[config.mk]
export PLATFORM = sky130hd
export DESIGN_NAME = cartridge_rtc_registers
export DESIGN_NICKNAME = d
export VERILOG_FILES = /design/src/crr_pkg.sv /design/src/crr_core.sv /design/src/cartridge_rtc_registers.sv
export SDC_FILE = /design/constraint.sdc
export NUM_CORES = 1
export LEC_CHECK = 0
export BUFFER_PORTS_ARGS = -buffer_cell sky130_fd_sc_hd__buf_4
export CAP_MARGIN = 20
export CORE_UTILIZATION = 35
export CTS_BUF_LIST = sky130_fd_sc_hd__clkbuf_16
export CTS_CLUSTER_SIZE = 20
export DETAILED_ROUTE_END_ITERATION = 16
export PLACE_DENSITY = 0.52
export SYNTH_ARGS = -nofsm -noshare
export SYNTH_HDL_FRONTEND = slang
export SYNTH_SLANG_ARGS = --single-unit
[constraint.sdc]
create_clock -name clk_i -period 4.3 [get_ports clk_i]
set_clock_uncertainty 0.15 [all_clocks]
set_input_delay 0.86 -clock clk_i [delete_from_list [all_inputs] [get_ports clk_i]]
set_output_delay 0.86 -clock clk_i [all_outputs]
set_load 0.05 [all_outputs]
[src/crr_pkg.sv]
`timescale 1ns / 1ps

package crr_pkg;

  // Width of the sub-second accumulator and the count at which it rolls over into a new second.
  localparam int unsigned SUB_W = 23;
  localparam int unsigned SUM_W = SUB_W + 1;
  localparam logic [SUM_W-1:0] TICKS_PER_SECOND = 24'd4194304;
  localparam logic [SUB_W-1:0] SUB_MAX = {SUB_W{1'b1}};

  localparam logic [7:0] READ_IDLE = 8'hFF;

  typedef enum logic [2:0] {
    FUNC_TICK       = 3'd0,
    FUNC_SET_ENABLE = 3'd1,
    FUNC_SELECT     = 3'd2,
    FUNC_UNSELECT   = 3'd3,
    FUNC_LATCH      = 3'd4,
    FUNC_WRITE      = 3'd5,
    FUNC_READ       = 3'd6
  } func_e;

  typedef enum logic [3:0] {
    REG_NONE     = 4'd0,
    REG_SECONDS  = 4'd8,
    REG_MINUTES  = 4'd9,
    REG_HOURS    = 4'd10,
    REG_DAY_LOW  = 4'd11,
    REG_DAY_HIGH = 4'd12
  } reg_sel_e;

  typedef struct packed {
    logic [2:0] func;
    logic [7:0] value;
    logic [7:0] cycles;
  } item_t;

  typedef struct packed {
    logic       is_enabled;
    logic       is_selected;
    logic [7:0] read_data;
  } result_t;

endpackage

[src/crr_core.sv]
`timescale 1ns / 1ps

module crr_core (
  input  logic             clk_i,
  input  logic             rst_ni,
  input  logic             step_i,
  input  crr_pkg::item_t   item_i,
  output crr_pkg::result_t result_o
);

  logic [5:0] run_sec_q, run_sec_d;
  logic [5:0] run_min_q, run_min_d;
  logic [4:0] run_hr_q, run_hr_d;
  logic [8:0] run_day_q, run_day_d;
  logic [7:0] held_sec_q, held_sec_d;
  logic [7:0] held_min_q, held_min_d;
  logic [7:0] held_hr_q, held_hr_d;
  logic [15:0] held_day_q, held_day_d;
  logic [crr_pkg::SUB_W-1:0] sub_q, sub_d;
  logic halted_q, halted_d;
  logic carry_q, carry_d;
  logic enabled_q, enabled_d;
  crr_pkg::reg_sel_e sel_q, sel_d;
  logic armed_q, armed_d;

  // Tick arithmetic: accumulate cycles and carry one second through the counters.
  logic [crr_pkg::SUM_W-1:0] sum, sum_adj;
  logic [crr_pkg::SUB_W-1:0] sub_tick;
  logic sec_roll;
  logic [5:0] sec_inc, min_inc, sec_adv, min_adv;
  logic [4:0] hr_inc, hr_adv;
  logic [8:0] day_inc, day_adv;
  logic carry_adv;

  always_comb begin
    sum      = {1'b0, sub_q} + crr_pkg::SUM_W'(item_i.cycles);
    sec_roll = (sum >= crr_pkg::TICKS_PER_SECOND);
    sum_adj  = sec_roll ? (sum - crr_pkg::TICKS_PER_SECOND) : sum;
    sub_tick = (sum_adj > crr_pkg::SUM_W'(crr_pkg::SUB_MAX)) ? crr_pkg::SUB_MAX
                                                              : sum_adj[crr_pkg::SUB_W-1:0];

    sec_inc   = run_sec_q + 6'd1;
    min_inc   = run_min_q + 6'd1;
    hr_inc    = run_hr_q + 5'd1;
    day_inc   = run_day_q + 9'd1;
    sec_adv   = sec_inc;
    min_adv   = run_min_q;
    hr_adv    = run_hr_q;
    day_adv   = run_day_q;
    carry_adv = carry_q;
    if (sec_inc == 6'd60) begin
      sec_adv = 6'd0;
      min_adv = min_inc;
      if (min_inc == 6'd60) begin
        min_adv = 6'd0;
        hr_adv  = hr_inc;
        if (hr_inc == 5'd24) begin
          hr_adv  = 5'd0;
          day_adv = day_inc;
          if (day_inc == 9'd0) begin
            carry_adv = 1'b1;
          end
        end
      end
    end
  end

  always_comb begin
    run_sec_d  = run_sec_q;
    run_min_d  = run_min_q;
    run_hr_d   = run_hr_q;
    run_day_d  = run_day_q;
    held_sec_d = held_sec_q;
    held_min_d = held_min_q;
    held_hr_d  = held_hr_q;
    held_day_d = held_day_q;
    sub_d      = sub_q;
    halted_d   = halted_q;
    carry_d    = carry_q;
    enabled_d  = enabled_q;
    sel_d      = sel_q;
    armed_d    = armed_q;
    result_o.read_data = 8'd0;

    unique case (crr_pkg::func_e'(item_i.func))
      crr_pkg::FUNC_TICK: begin
        if (!halted_q) begin
          sub_d = sub_tick;
          if (sec_roll) begin
            run_sec_d = sec_adv;
            run_min_d = min_adv;
            run_hr_d  = hr_adv;
            run_day_d = day_adv;
            carry_d   = carry_adv;
          end
        end
      end
      crr_pkg::FUNC_SET_ENABLE: begin
        enabled_d = item_i.value[0];
      end
      crr_pkg::FUNC_SELECT: begin
        if (item_i.value >= 8'd8 && item_i.value <= 8'd12) begin
          sel_d = crr_pkg::reg_sel_e'(item_i.value[3:0]);
        end else begin
          sel_d = crr_pkg::REG_NONE;
        end
      end
      crr_pkg::FUNC_UNSELECT: begin
        sel_d = crr_pkg::REG_NONE;
      end
      crr_pkg::FUNC_LATCH: begin
        if (item_i.value == 8'd0) begin
          armed_d = 1'b1;
        end else if (armed_q) begin
          armed_d = 1'b0;
          if (item_i.value == 8'd1) begin
            held_sec_d = {2'b00, run_sec_q};
            held_min_d = {2'b00, run_min_q};
            held_hr_d  = {3'b000, run_hr_q};
            held_day_d = {7'd0, run_day_q};
          end
        end
      end
      crr_pkg::FUNC_WRITE: begin
        if (enabled_q) begin
          unique case (sel_q)
            crr_pkg::REG_SECONDS: begin
              run_sec_d = item_i.value[5:0];
              sub_d     = '0;
            end
            crr_pkg::REG_MINUTES:  run_min_d = item_i.value[5:0];
            crr_pkg::REG_HOURS:    run_hr_d  = item_i.value[4:0];
            crr_pkg::REG_DAY_LOW:  run_day_d = {run_day_q[8], item_i.value};
            crr_pkg::REG_DAY_HIGH: begin
              run_day_d = {item_i.value[0], run_day_q[7:0]};
              halted_d  = item_i.value[6];
              carry_d   = item_i.value[7];
            end
            default: ;
          endcase
        end
      end
      crr_pkg::FUNC_READ: begin
        if (!enabled_q) begin
          result_o.read_data = crr_pkg::READ_IDLE;
        end else begin
          unique case (sel_q)
            crr_pkg::REG_SECONDS:  result_o.read_data = held_sec_q;
            crr_pkg::REG_MINUTES:  result_o.read_data = held_min_q;
            crr_pkg::REG_HOURS:    result_o.read_data = held_hr_q;
            crr_pkg::REG_DAY_LOW:  result_o.read_data = held_day_q[7:0];
            crr_pkg::REG_DAY_HIGH: begin
              result_o.read_data = held_day_q[15:8] | {carry_q, halted_q, 6'd0};
            end
            default: result_o.read_data = crr_pkg::READ_IDLE;
          endcase
        end
      end
      default: ;
    endcase

    result_o.is_selected = (sel_d != crr_pkg::REG_NONE);
    result_o.is_enabled  = enabled_d;
  end

  always_ff @(posedge clk_i or negedge rst_ni) begin
    if (!rst_ni) begin
      run_sec_q  <= '0;
      run_min_q  <= '0;
      run_hr_q   <= '0;
      run_day_q  <= '0;
      held_sec_q <= 8'hFF;
      held_min_q <= 8'hFF;
      held_hr_q  <= 8'hFF;
      held_day_q <= 16'hFFFF;
      sub_q      <= '0;
      halted_q   <= 1'b0;
      carry_q    <= 1'b0;
      enabled_q  <= 1'b0;
      sel_q      <= crr_pkg::REG_NONE;
      armed_q    <= 1'b0;
    end else if (step_i) begin
      run_sec_q  <= run_sec_d;
      run_min_q  <= run_min_d;
      run_hr_q   <= run_hr_d;
      run_day_q  <= run_day_d;
      held_sec_q <= held_sec_d;
      held_min_q <= held_min_d;
      held_hr_q  <= held_hr_d;
      held_day_q <= held_day_d;
      sub_q      <= sub_d;
      halted_q   <= halted_d;
      carry_q    <= carry_d;
      enabled_q  <= enabled_d;
      sel_q      <= sel_d;
      armed_q    <= armed_d;
    end
  end

endmodule

[src/cartridge_rtc_registers.sv]
`timescale 1ns / 1ps

// Channel   | Direction | Payload
// ----------+-----------+-----------------------------------------------------
// s_axis    | in        | tuser: func; tdata: value, cycles
// m_axis    | out       | tdata: read_data, is_selected, is_enabled
//
// Each accepted transaction lands in an input register, is processed by the
// clock core once the output register is free and is captured there; one
// transaction per cycle is sustained while m_axis_tready_i stays high. A
// back-pressured master stalls the input side only once both registers are
// full. Reset (rst_ni low, asynchronous) empties both registers and restores
// the power-up clock: counters at zero, latched copy all ones.

module cartridge_rtc_registers (
  input  logic        clk_i,
  input  logic        rst_ni,
  input  logic        s_axis_tvalid_i,
  output logic        s_axis_tready_o,
  input  logic [15:0] s_axis_tdata_i,  // [7:0] value, [15:8] cycles
  input  logic [2:0]  s_axis_tuser_i,  // [2:0] func
  output logic        m_axis_tvalid_o,
  input  logic        m_axis_tready_i,
  output logic [15:0] m_axis_tdata_o   // [7:0] read_data, [8] is_selected,
                                       // [9] is_enabled, [15:10] zero
);

  logic             in_valid_q;
  crr_pkg::item_t   in_item_q;
  logic             out_valid_q;
  crr_pkg::result_t out_res_q;
  crr_pkg::result_t core_res;
  logic             out_free;
  logic             step;

  // The output slot is free when empty or being drained this cycle.
  assign out_free        = !out_valid_q || m_axis_tready_i;
  assign step            = in_valid_q && out_free;
  assign s_axis_tready_o = !in_valid_q || step;

  always_ff @(posedge clk_i or negedge rst_ni) begin
    if (!rst_ni) begin
      in_valid_q <= 1'b0;
    end else if (s_axis_tvalid_i && s_axis_tready_o) begin
      in_valid_q <= 1'b1;
    end else if (step) begin
      in_valid_q <= 1'b0;
    end
  end

  always_ff @(posedge clk_i) begin
    if (s_axis_tvalid_i && s_axis_tready_o) begin
      in_item_q.func   <= s_axis_tuser_i;
      in_item_q.value  <= s_axis_tdata_i[7:0];
      in_item_q.cycles <= s_axis_tdata_i[15:8];
    end
  end

  // The core commits its state update only when the transaction moves on.
  crr_core u_core (
    .clk_i    (clk_i),
    .rst_ni   (rst_ni),
    .step_i   (step),
    .item_i   (in_item_q),
    .result_o (core_res)
  );

  always_ff @(posedge clk_i or negedge rst_ni) begin
    if (!rst_ni) begin
      out_valid_q <= 1'b0;
    end else if (step) begin
      out_valid_q <= 1'b1;
    end else if (m_axis_tready_i) begin
      out_valid_q <= 1'b0;
    end
  end

  always_ff @(posedge clk_i) begin
    if (step) begin
      out_res_q <= core_res;
    end
  end

  assign m_axis_tvalid_o = out_valid_q;
  assign m_axis_tdata_o  = {6'd0, out_res_q};

endmodule
======== After elaboration in Yosys (flattened, before gate mapping) ========
Cells that the tools add are included.
storage, ports and cells
  input port bits ......................... 23
  word-level logic and storage cells ...... 142
  flip-flop bits (word level) ............. 128
cells by class
  eq/ne operators ......................... 29
  mux-type cells .......................... 54
  reductions and logical operators ........ 24
  add/sub/neg operators ................... 6
  order comparisons ....................... 4
  bitwise gates (word level) .............. 2
operator list
  operator                                                                                count
  23-bit 2-to-1 mux                                                                       4
  6-bit 2-to-1 mux                                                                        11
  9-bit 2-to-1 mux                                                                        6
  23-bit case mux with 2 select lines                                                     1
  8-bit case mux with 5 select lines                                                      1
  9-bit case mux with 2 select lines                                                      2
  5-bit 2-to-1 mux                                                                        7
  10-bit AND reduction                                                                    3
  23-bit by 8-bit adder with 24-bit output                                                1
  24-bit by 23-bit greater-or-equal comparator with 1-bit output (second input constant)  1
  24-bit by 23-bit > comparator with 1-bit output (second input constant)                 1
  24-bit 2-to-1 mux                                                                       1
  6-bit case mux with 2 select lines                                                      2
  24-bit by 23-bit subtractor with 24-bit output (second input constant)                  1
  2-bit by 1-bit inequality test with 1-bit output (second input constant)                11
  4-bit equality test (second input constant)                                             5
  1-bit 2-to-1 mux                                                                        14
  6-bit by 1-bit adder with 6-bit output (second input constant)                          2
  6-bit equality test (second input constant)                                             2
  5-bit case mux with 2 select lines                                                      1
  5-bit AND reduction                                                                     2
  9-bit by 1-bit adder with 9-bit output (second input constant)                          1
  3-bit equality test (second input constant)                                             3
  9-bit logical NOT                                                                       1
  26 further kinds                                                                        35

======== Longest topological paths before layout ========
  depth in word-level cells ............... 9
  depth in mapped cells ................... 19

======== Cells and area by module ========
From an unflattened synthesis, not the netlist that was laid out.
second synthesis, totals
  cell total of the unflattened synthesis .. 707
  area total of the unflattened synthesis .. 6,841.6 µm²
modules (own cells, without submodules)
  module                   instances  area an instance (µm²)  cells an instance
  crr_core                 1          5,818.1                 663
  cartridge_rtc_registers  1          1,023.5                 44

======== Least setup slack after synthesis ========
Ideal clock, no wire load.
  path type ............................... register to register
  from .................................... register u_core.sub_q[0] (netlist bit)
  to ...................................... register u_core.run_min_q[3]
  clock period less this slack ............ 4.136 ns
  required time ........................... 4.029 ns
  buffers on the path ..................... 2
  setup time .............................. 0.121 ns
  slack ................................... 0.164 ns
  arrival time ............................ 3.865 ns
  cell stages (with the launch flop) ...... 20
  path through ............................ dfrtp_1 -> ha_1 -> inv_1 -> fa_1 -> nand2b_1 -> a211oi_4 -> o211a_1 -> nand2_1 -> xor2_1 -> inv_1 -> ha_1 -> nand4b_1 -> nor4_1 -> nand4_1 -> or4_1 -> buf_6 -> a21oi_4 -> buf_6 -> o21ai_2 -> a22o_1
between the ends
  longest elaborated chain between the ends .. 4
ends and longest elaborated chain
  element                                                         line             RTL
  start, declared                                                 crr_core.sv:19   logic [crr_pkg::SUB_W-1:0] sub_q, sub_d;
  start signal, assigned                                          crr_core.sv:191  sub_q <= sub_d;
  23-bit by 8-bit adder with 24-bit output                        crr_core.sv:36   sum = {1'b0, sub_q} + crr_pkg::SUM_W'(item_i.cycles);
  24-bit by 23-bit greater-or-equal comparator with 1-bit output  crr_core.sv:37   sec_roll = (sum >= crr_pkg::TICKS_PER_SECOND);
  2-bit by 1-bit inequality test with 1-bit output (no line)      n/a
  7-bit AND reduction (no line)                                   n/a
  end signal, assigned                                            crr_core.sv:184  run_min_q <= run_min_d;
  end, declared                                                   crr_core.sv:12   logic [5:0] run_min_q, run_min_d;
No other way between the ends.
A chain may end at the register's enable or synchronous reset.

======== Final worst setup path ========
  from .................................... register u_core.sub_q[0] (netlist bit)
  to ...................................... register u_core.sub_q[10] (netlist bit)
between the ends
  longest elaborated chain between the ends .. 7
  elaborated cells on any way between the ends .. 8
  those cells by class .................... add/sub (2); order compare (2); mux (4)
ends and longest elaborated chain
  element                                                                                                                           line                            RTL
  23-bit by 8-bit adder with 24-bit output *                                                                                        crr_core.sv:36
  24-bit by 23-bit subtractor with 24-bit output or 24-bit by 23-bit greater-or-equal comparator with 1-bit output (tied branches)  crr_core.sv:38, crr_core.sv:37
  24-bit 2-to-1 mux *                                                                                                               crr_core.sv:38                  sum_adj = sec_roll ? (sum - crr_pkg::TICKS_PER_SECOND) : sum;
  24-bit by 23-bit > comparator with 1-bit output                                                                                   crr_core.sv:39                  sub_tick = (sum_adj > crr_pkg::SUM_W'(crr_pkg::SUB_MAX)) ? crr_pkg::SUB_MAX
  23-bit 2-to-1 mux *                                                                                                               crr_core.sv:39
  23-bit 2-to-1 mux *                                                                                                               crr_core.sv:87                  if (!halted_q) begin
  23-bit case mux with 2 select lines *                                                                                             crr_core.sv:85                  unique case (crr_pkg::func_e'(item_i.func))
Every way passes the cells marked *; elsewhere a longest branch is shown, timed or not. The select of a mux whose other input is x is not followed.

==> metrics list <==
- Status: complete, no violations
- Entering global routing, the biggest net connects 64 pins.
- Overall global routing resource usage: between 10% and 20%
- Cells fill 42.5% of the core in the end.
* Post-detailed-route wirelength per cell: 18.6 microns
- Max-cap violations in this run came to 0.
- The worst pin sits at a relative slew slack of between 30 and 40%.
- Actual slew at the worst max-slew pin: just over 0.9 ns
- In this run the mean area of a mapped cell was slightly above 10 sq um.
- Summing every instance area after synthesis gives around 6700 sq um.
- Total of flip-flops plus latches after synthesis: roughly 120
- The synthesized design contains 29 enable-type register cells.
* Num Clock Sinks: ~120
- Number of buffers added by the clock tree synthesis step: 17
* Total number of yosys warnings: 0
- First-pass detailed-route iteration total: 5
- Ys flop type: dfrtp_1
* Max Fclk: 244 MHz
- Unrepaired setup endpoints after global routing: true
- Number of rows in the core area: 50
* Io pins: between 40 and 50
- Floorplan die area: around 20,000 sq um
* Clock tree from TritonCTS: built
- For the worst flop-to-flop path, the logic depth is 19.
* Leftover overflow at the end of global routing: 0
- Via count of the first global-routing pass: approximately 5.3k
- Launch instance of the worst min-delay path: u_core.sub_q[4]
- Minimum setup slack among reg-to-reg paths: approximately 0.2 ns
- Post-layout min period: roughly 4 ns
- In the routed design, unresolved DRC markers number 0.
* Clock latency on the worst-skew pair: 0.42 ns
* Start of the worst register-to-register path: u_core.sub_q[0]
- Overall via count from detail_route: around 5.5k
- End of the worst register-to-register path: u_core.sub_q[10]
* Number of instances on the worst hold path: 2
- Filler cell count in the final layout: 1,762
* Overall die height: ~140 microns
- Summing all flip-flop and latch instances after layout gives between 3000 and 4000 sq um.
- Clock-pin slew was measured on the worst setup and hold paths at ~0.06 ns.
* Leakage dissipation: around 3.2 nW
- The biggest area contributor in the post-synthesis netlist is dfrtp_1.
- The number of pins with negative max-slew slack in the final report was 0.
- Multi-input gate area: about 3500 sq um
- The clock tree synthesis step divided the H-tree into 4 levels.
- Leaving out fill and tap cells, the most frequent cell in the layout is nand2_1.
* Number of antenna violations at the first check in global routing: 0
- The worst setup path is launched from a flop.
* Area share of the leading cell type in the synthesized netlist: 22.2%
- Iteration-0 DRC count of the detailed router: roughly 330
- Sequential cells were found to cover between 40% and 50% of the synthesized design area.
* Ratio of routed vias to standard cells: 5.67
* End point of the most critical hold path: u_core.sub_q[4]
- After synthesis, the cell types taking the most area are dfrtp_1 (22%), edfxtp_1 (13%), dfstp_2 (11%).
- Area of the core region: approximately 19,000 sq um
* Worst path arrival time: between 4 and 5 ns
* Placed cell count: ~900
- Antenna Violating Nets Remaining: 0
- Share of flip-flops with an asynchronous set or reset: around 75%
- For this run, the post-layout net count is approximately 760.
- Input and output buffers added on the ports amount to 34.
* Hold/Removal Path Class: reg2reg
- The number of antenna diodes in the final layout is 0.
- Type of the setup path with the least slack: reg2reg
* HPWL after DPL: approximately 13,000 microns
- Clock root buffer: clkbuf_16
- Routability-driven placement finished with a final weighted congestion of 0.894.
- At the worst endpoint, the required time is roughly 4.4 ns.
- Setup violations remaining at the end of the flow were counted as 0.
- The netlist uses 78 different library cells.
- Proportion of layout cells with a drive suffix above 1: about a quarter
* Effective utilization at floorplan: a little over a third
- In this run the deepest clock path goes through 2 buffers.
- After clock tree synthesis, the flow added hold-fix buffers numbering 0.
- Nature of the critical path endpoint: flop
- Measured along the x axis, the die boundary spans between 100 and 150 microns.
- Power per standard cell area: approximately 460 nW/um^2
- The final hold violation count came to 0.
- Area Overhead vs Synth: 19.2%
* Non-filler cells, final: a little under 1k
* DRT Wirelength: about 18,000 microns
- Gate Count Post-Synth: approximately 660
* Critical Path Fanout Max: 5
- Highest ir drop seen on vdd: approximately 310 uV
* Fraction of the cycle the final worst path needs: 95.4%
- Leaving out fill and tap cells, the most frequent cells in the layout are nand2_1 (69), buf_4 (59), dfrtp_1 (59), o21ai_0 (46).
* Global-route wire length before repair: between 20,000 and 30,000 microns
area by class of cell:
cell class	instances	share of cell area, %
Clock inverter	14	1.28
Timing Repair Buffer	63	6.19
Inverter	18	0.850
Multi-Input combinational cell	500	43.9
Tap cell	234	3.68
Clock buffer	18	5.67
Sequential cell	115	38.5
kinds of logic after synthesis:
logic type | after synthesis | share of synthesized area, %
AOI/OAI and AO/OA | 191 | 19.7
xor gates and xnor gates | 21 | 2.76
adders and majority gates | 17 | 3.30
buffers and inverters | 52 | 3.66
DFF | 115 | 45.9
muxes | 38 | 7.21
other | 1 | 0.0563
and+or+nand+nor | 227 | 17.4
cells in the mapped netlist (4+ instances only):
| cell | n |
|---|---|
| o211ai_1 | 15 |
| a22oi_1 | 7 |
| xor2_1 | 11 |
| o21ai_0 | 50 |
| a22o_1 | 7 |
| nand4_1 | 11 |
| mux2_2 | 30 |
| o31a_1 | 4 |
| edfxtp_1 | 29 |
| o21ai_1 | 7 |
| or2_2 | 4 |
| clkbuf_1 | 20 |
| nor4_1 | 5 |
| nor2b_1 | 10 |
| and2_1 | 7 |
| nand2_1 | 70 |
| nor3b_1 | 8 |
| or3_1 | 5 |
| nor3_1 | 13 |
| nor2_1 | 37 |
| a221o_1 | 4 |
| a31oi_1 | 4 |
| o311ai_0 | 6 |
| or4_1 | 5 |
| mux4_2 | 5 |
| a21oi_1 | 37 |
| dfstp_2 | 27 |
| dfrtp_1 | 59 |
| inv_1 | 17 |
| ha_1 | 16 |
| nand2b_1 | 8 |
| buf_4 | 6 |
| and3_1 | 13 |
| nand3_1 | 20 |
| o21a_1 | 9 |
| xnor2_1 | 10 |
through the flow:
| stage | setup WS [ns] | total power, mW | instance area, sq um | setup TNS, ns | hold WS [ns] |
|---|---|---|---|---|---|
| 6_report | 0.199 | 3.69 | 7950 | 0 | 0.361 |
| 5_1_grt | -0.0216 | 3.89 | 7950 | -0.0434 | 0.382 |
| 4_1_cts | 0.0370 | 3.67 | 7790 | 0 | 0.365 |
| 3_5_place_dp | -0.0110 | 2.34 | 7230 | -0.0110 | 0.351 |
| 3_3_place_gp | 0.158 | 2.33 | 7230 | 0 | 0.324 |
| 2_1_floorplan | 0.164 | 2.04 | 6680 | 0 | 0.307 |
where the power goes:
group | switching, mW | internal, mW | leakage [nW]
logic | 0.587 | 0.383 | 1.64
clock network | 0.541 | 0.772 | 0.264
registers | 0.159 | 1.25 | 1.35
total | 1.29 | 2.41 | 3.25
what timing repair did:
action | 4_1_cts | 5_1_grt
pin swaps | 0 | 12
setup endpoints to repair | 1 | 42
resized for setup | 1 | 36
buffers inserted | 0 | 5
cloned | 0 | 1
routing by layer:
layer / vias up / wire (microns) / track usage, %
met5: - / 0 / 0
met4: 0 / 359 / 7.35
met3: 26 / 618 / 3.35
met2: 135 / 8310 / 29.8
met1: 2728 / 8580 / 26.0
li1: 2566 / - / -
worst max-delay path: stages, from the launching register on:
cell,delay (ns)
dfrtp_1,0.35
ha_2,0.19
inv_1,0.05
fa_2,0.35
nand2b_4,0.16
a211oi_4,0.24
o211a_1,0.20
nand2_2,0.08
xor2_2,0.18
buf_4,0.13
ha_1,0.15
nand2_1,0.06
nor4_2,0.29
and3_1,0.19
nand4_1,0.10
or4_4,0.45
nor3_4,0.23
a211o_4,0.16
buf_6,0.13
o311ai_0,0.12
worst max-delay path by stage:
stage | start | to | slack [ns] | depth (start not counted)
after floorplan | u_core.sub_q[0] | u_core.run_min_q[3] | 0.16 | 19
after global placement | u_core.sub_q[0] | u_core.run_min_q[2] | 0.16 | 17
after detailed placement | u_core.sub_q[0] | u_core.run_sec_q[3] | -0.01 | 18
after CTS | u_core.sub_q[0] | u_core.run_sec_q[3] | 0.04 | 18
after global routing | u_core.sub_q[5] | u_core.sub_q[10] | -0.02 | 17
final | u_core.sub_q[0] | u_core.sub_q[10] | 0.20 | 19
sequential cells by signal (all words and copies together), names as in the netlist:
name               count
u_core.sub_q          23
in_item_q             19
m_axis_tdata_o        10
u_core.held_day_q     10
u_core.run_day_q       9
u_core.held_min_q      6
u_core.held_sec_q      6
u_core.run_min_q       6
u_core.run_sec_q       6
u_core.held_hr_q       5
u_core.run_hr_q        5
u_core.sel_q           4
in_valid_q             1
m_axis_tvalid_o        1
u_core.armed_q         1
u_core.carry_q         1
u_core.enabled_q       1
u_core.halted_q        1
(Power assumes the default switching activity.)
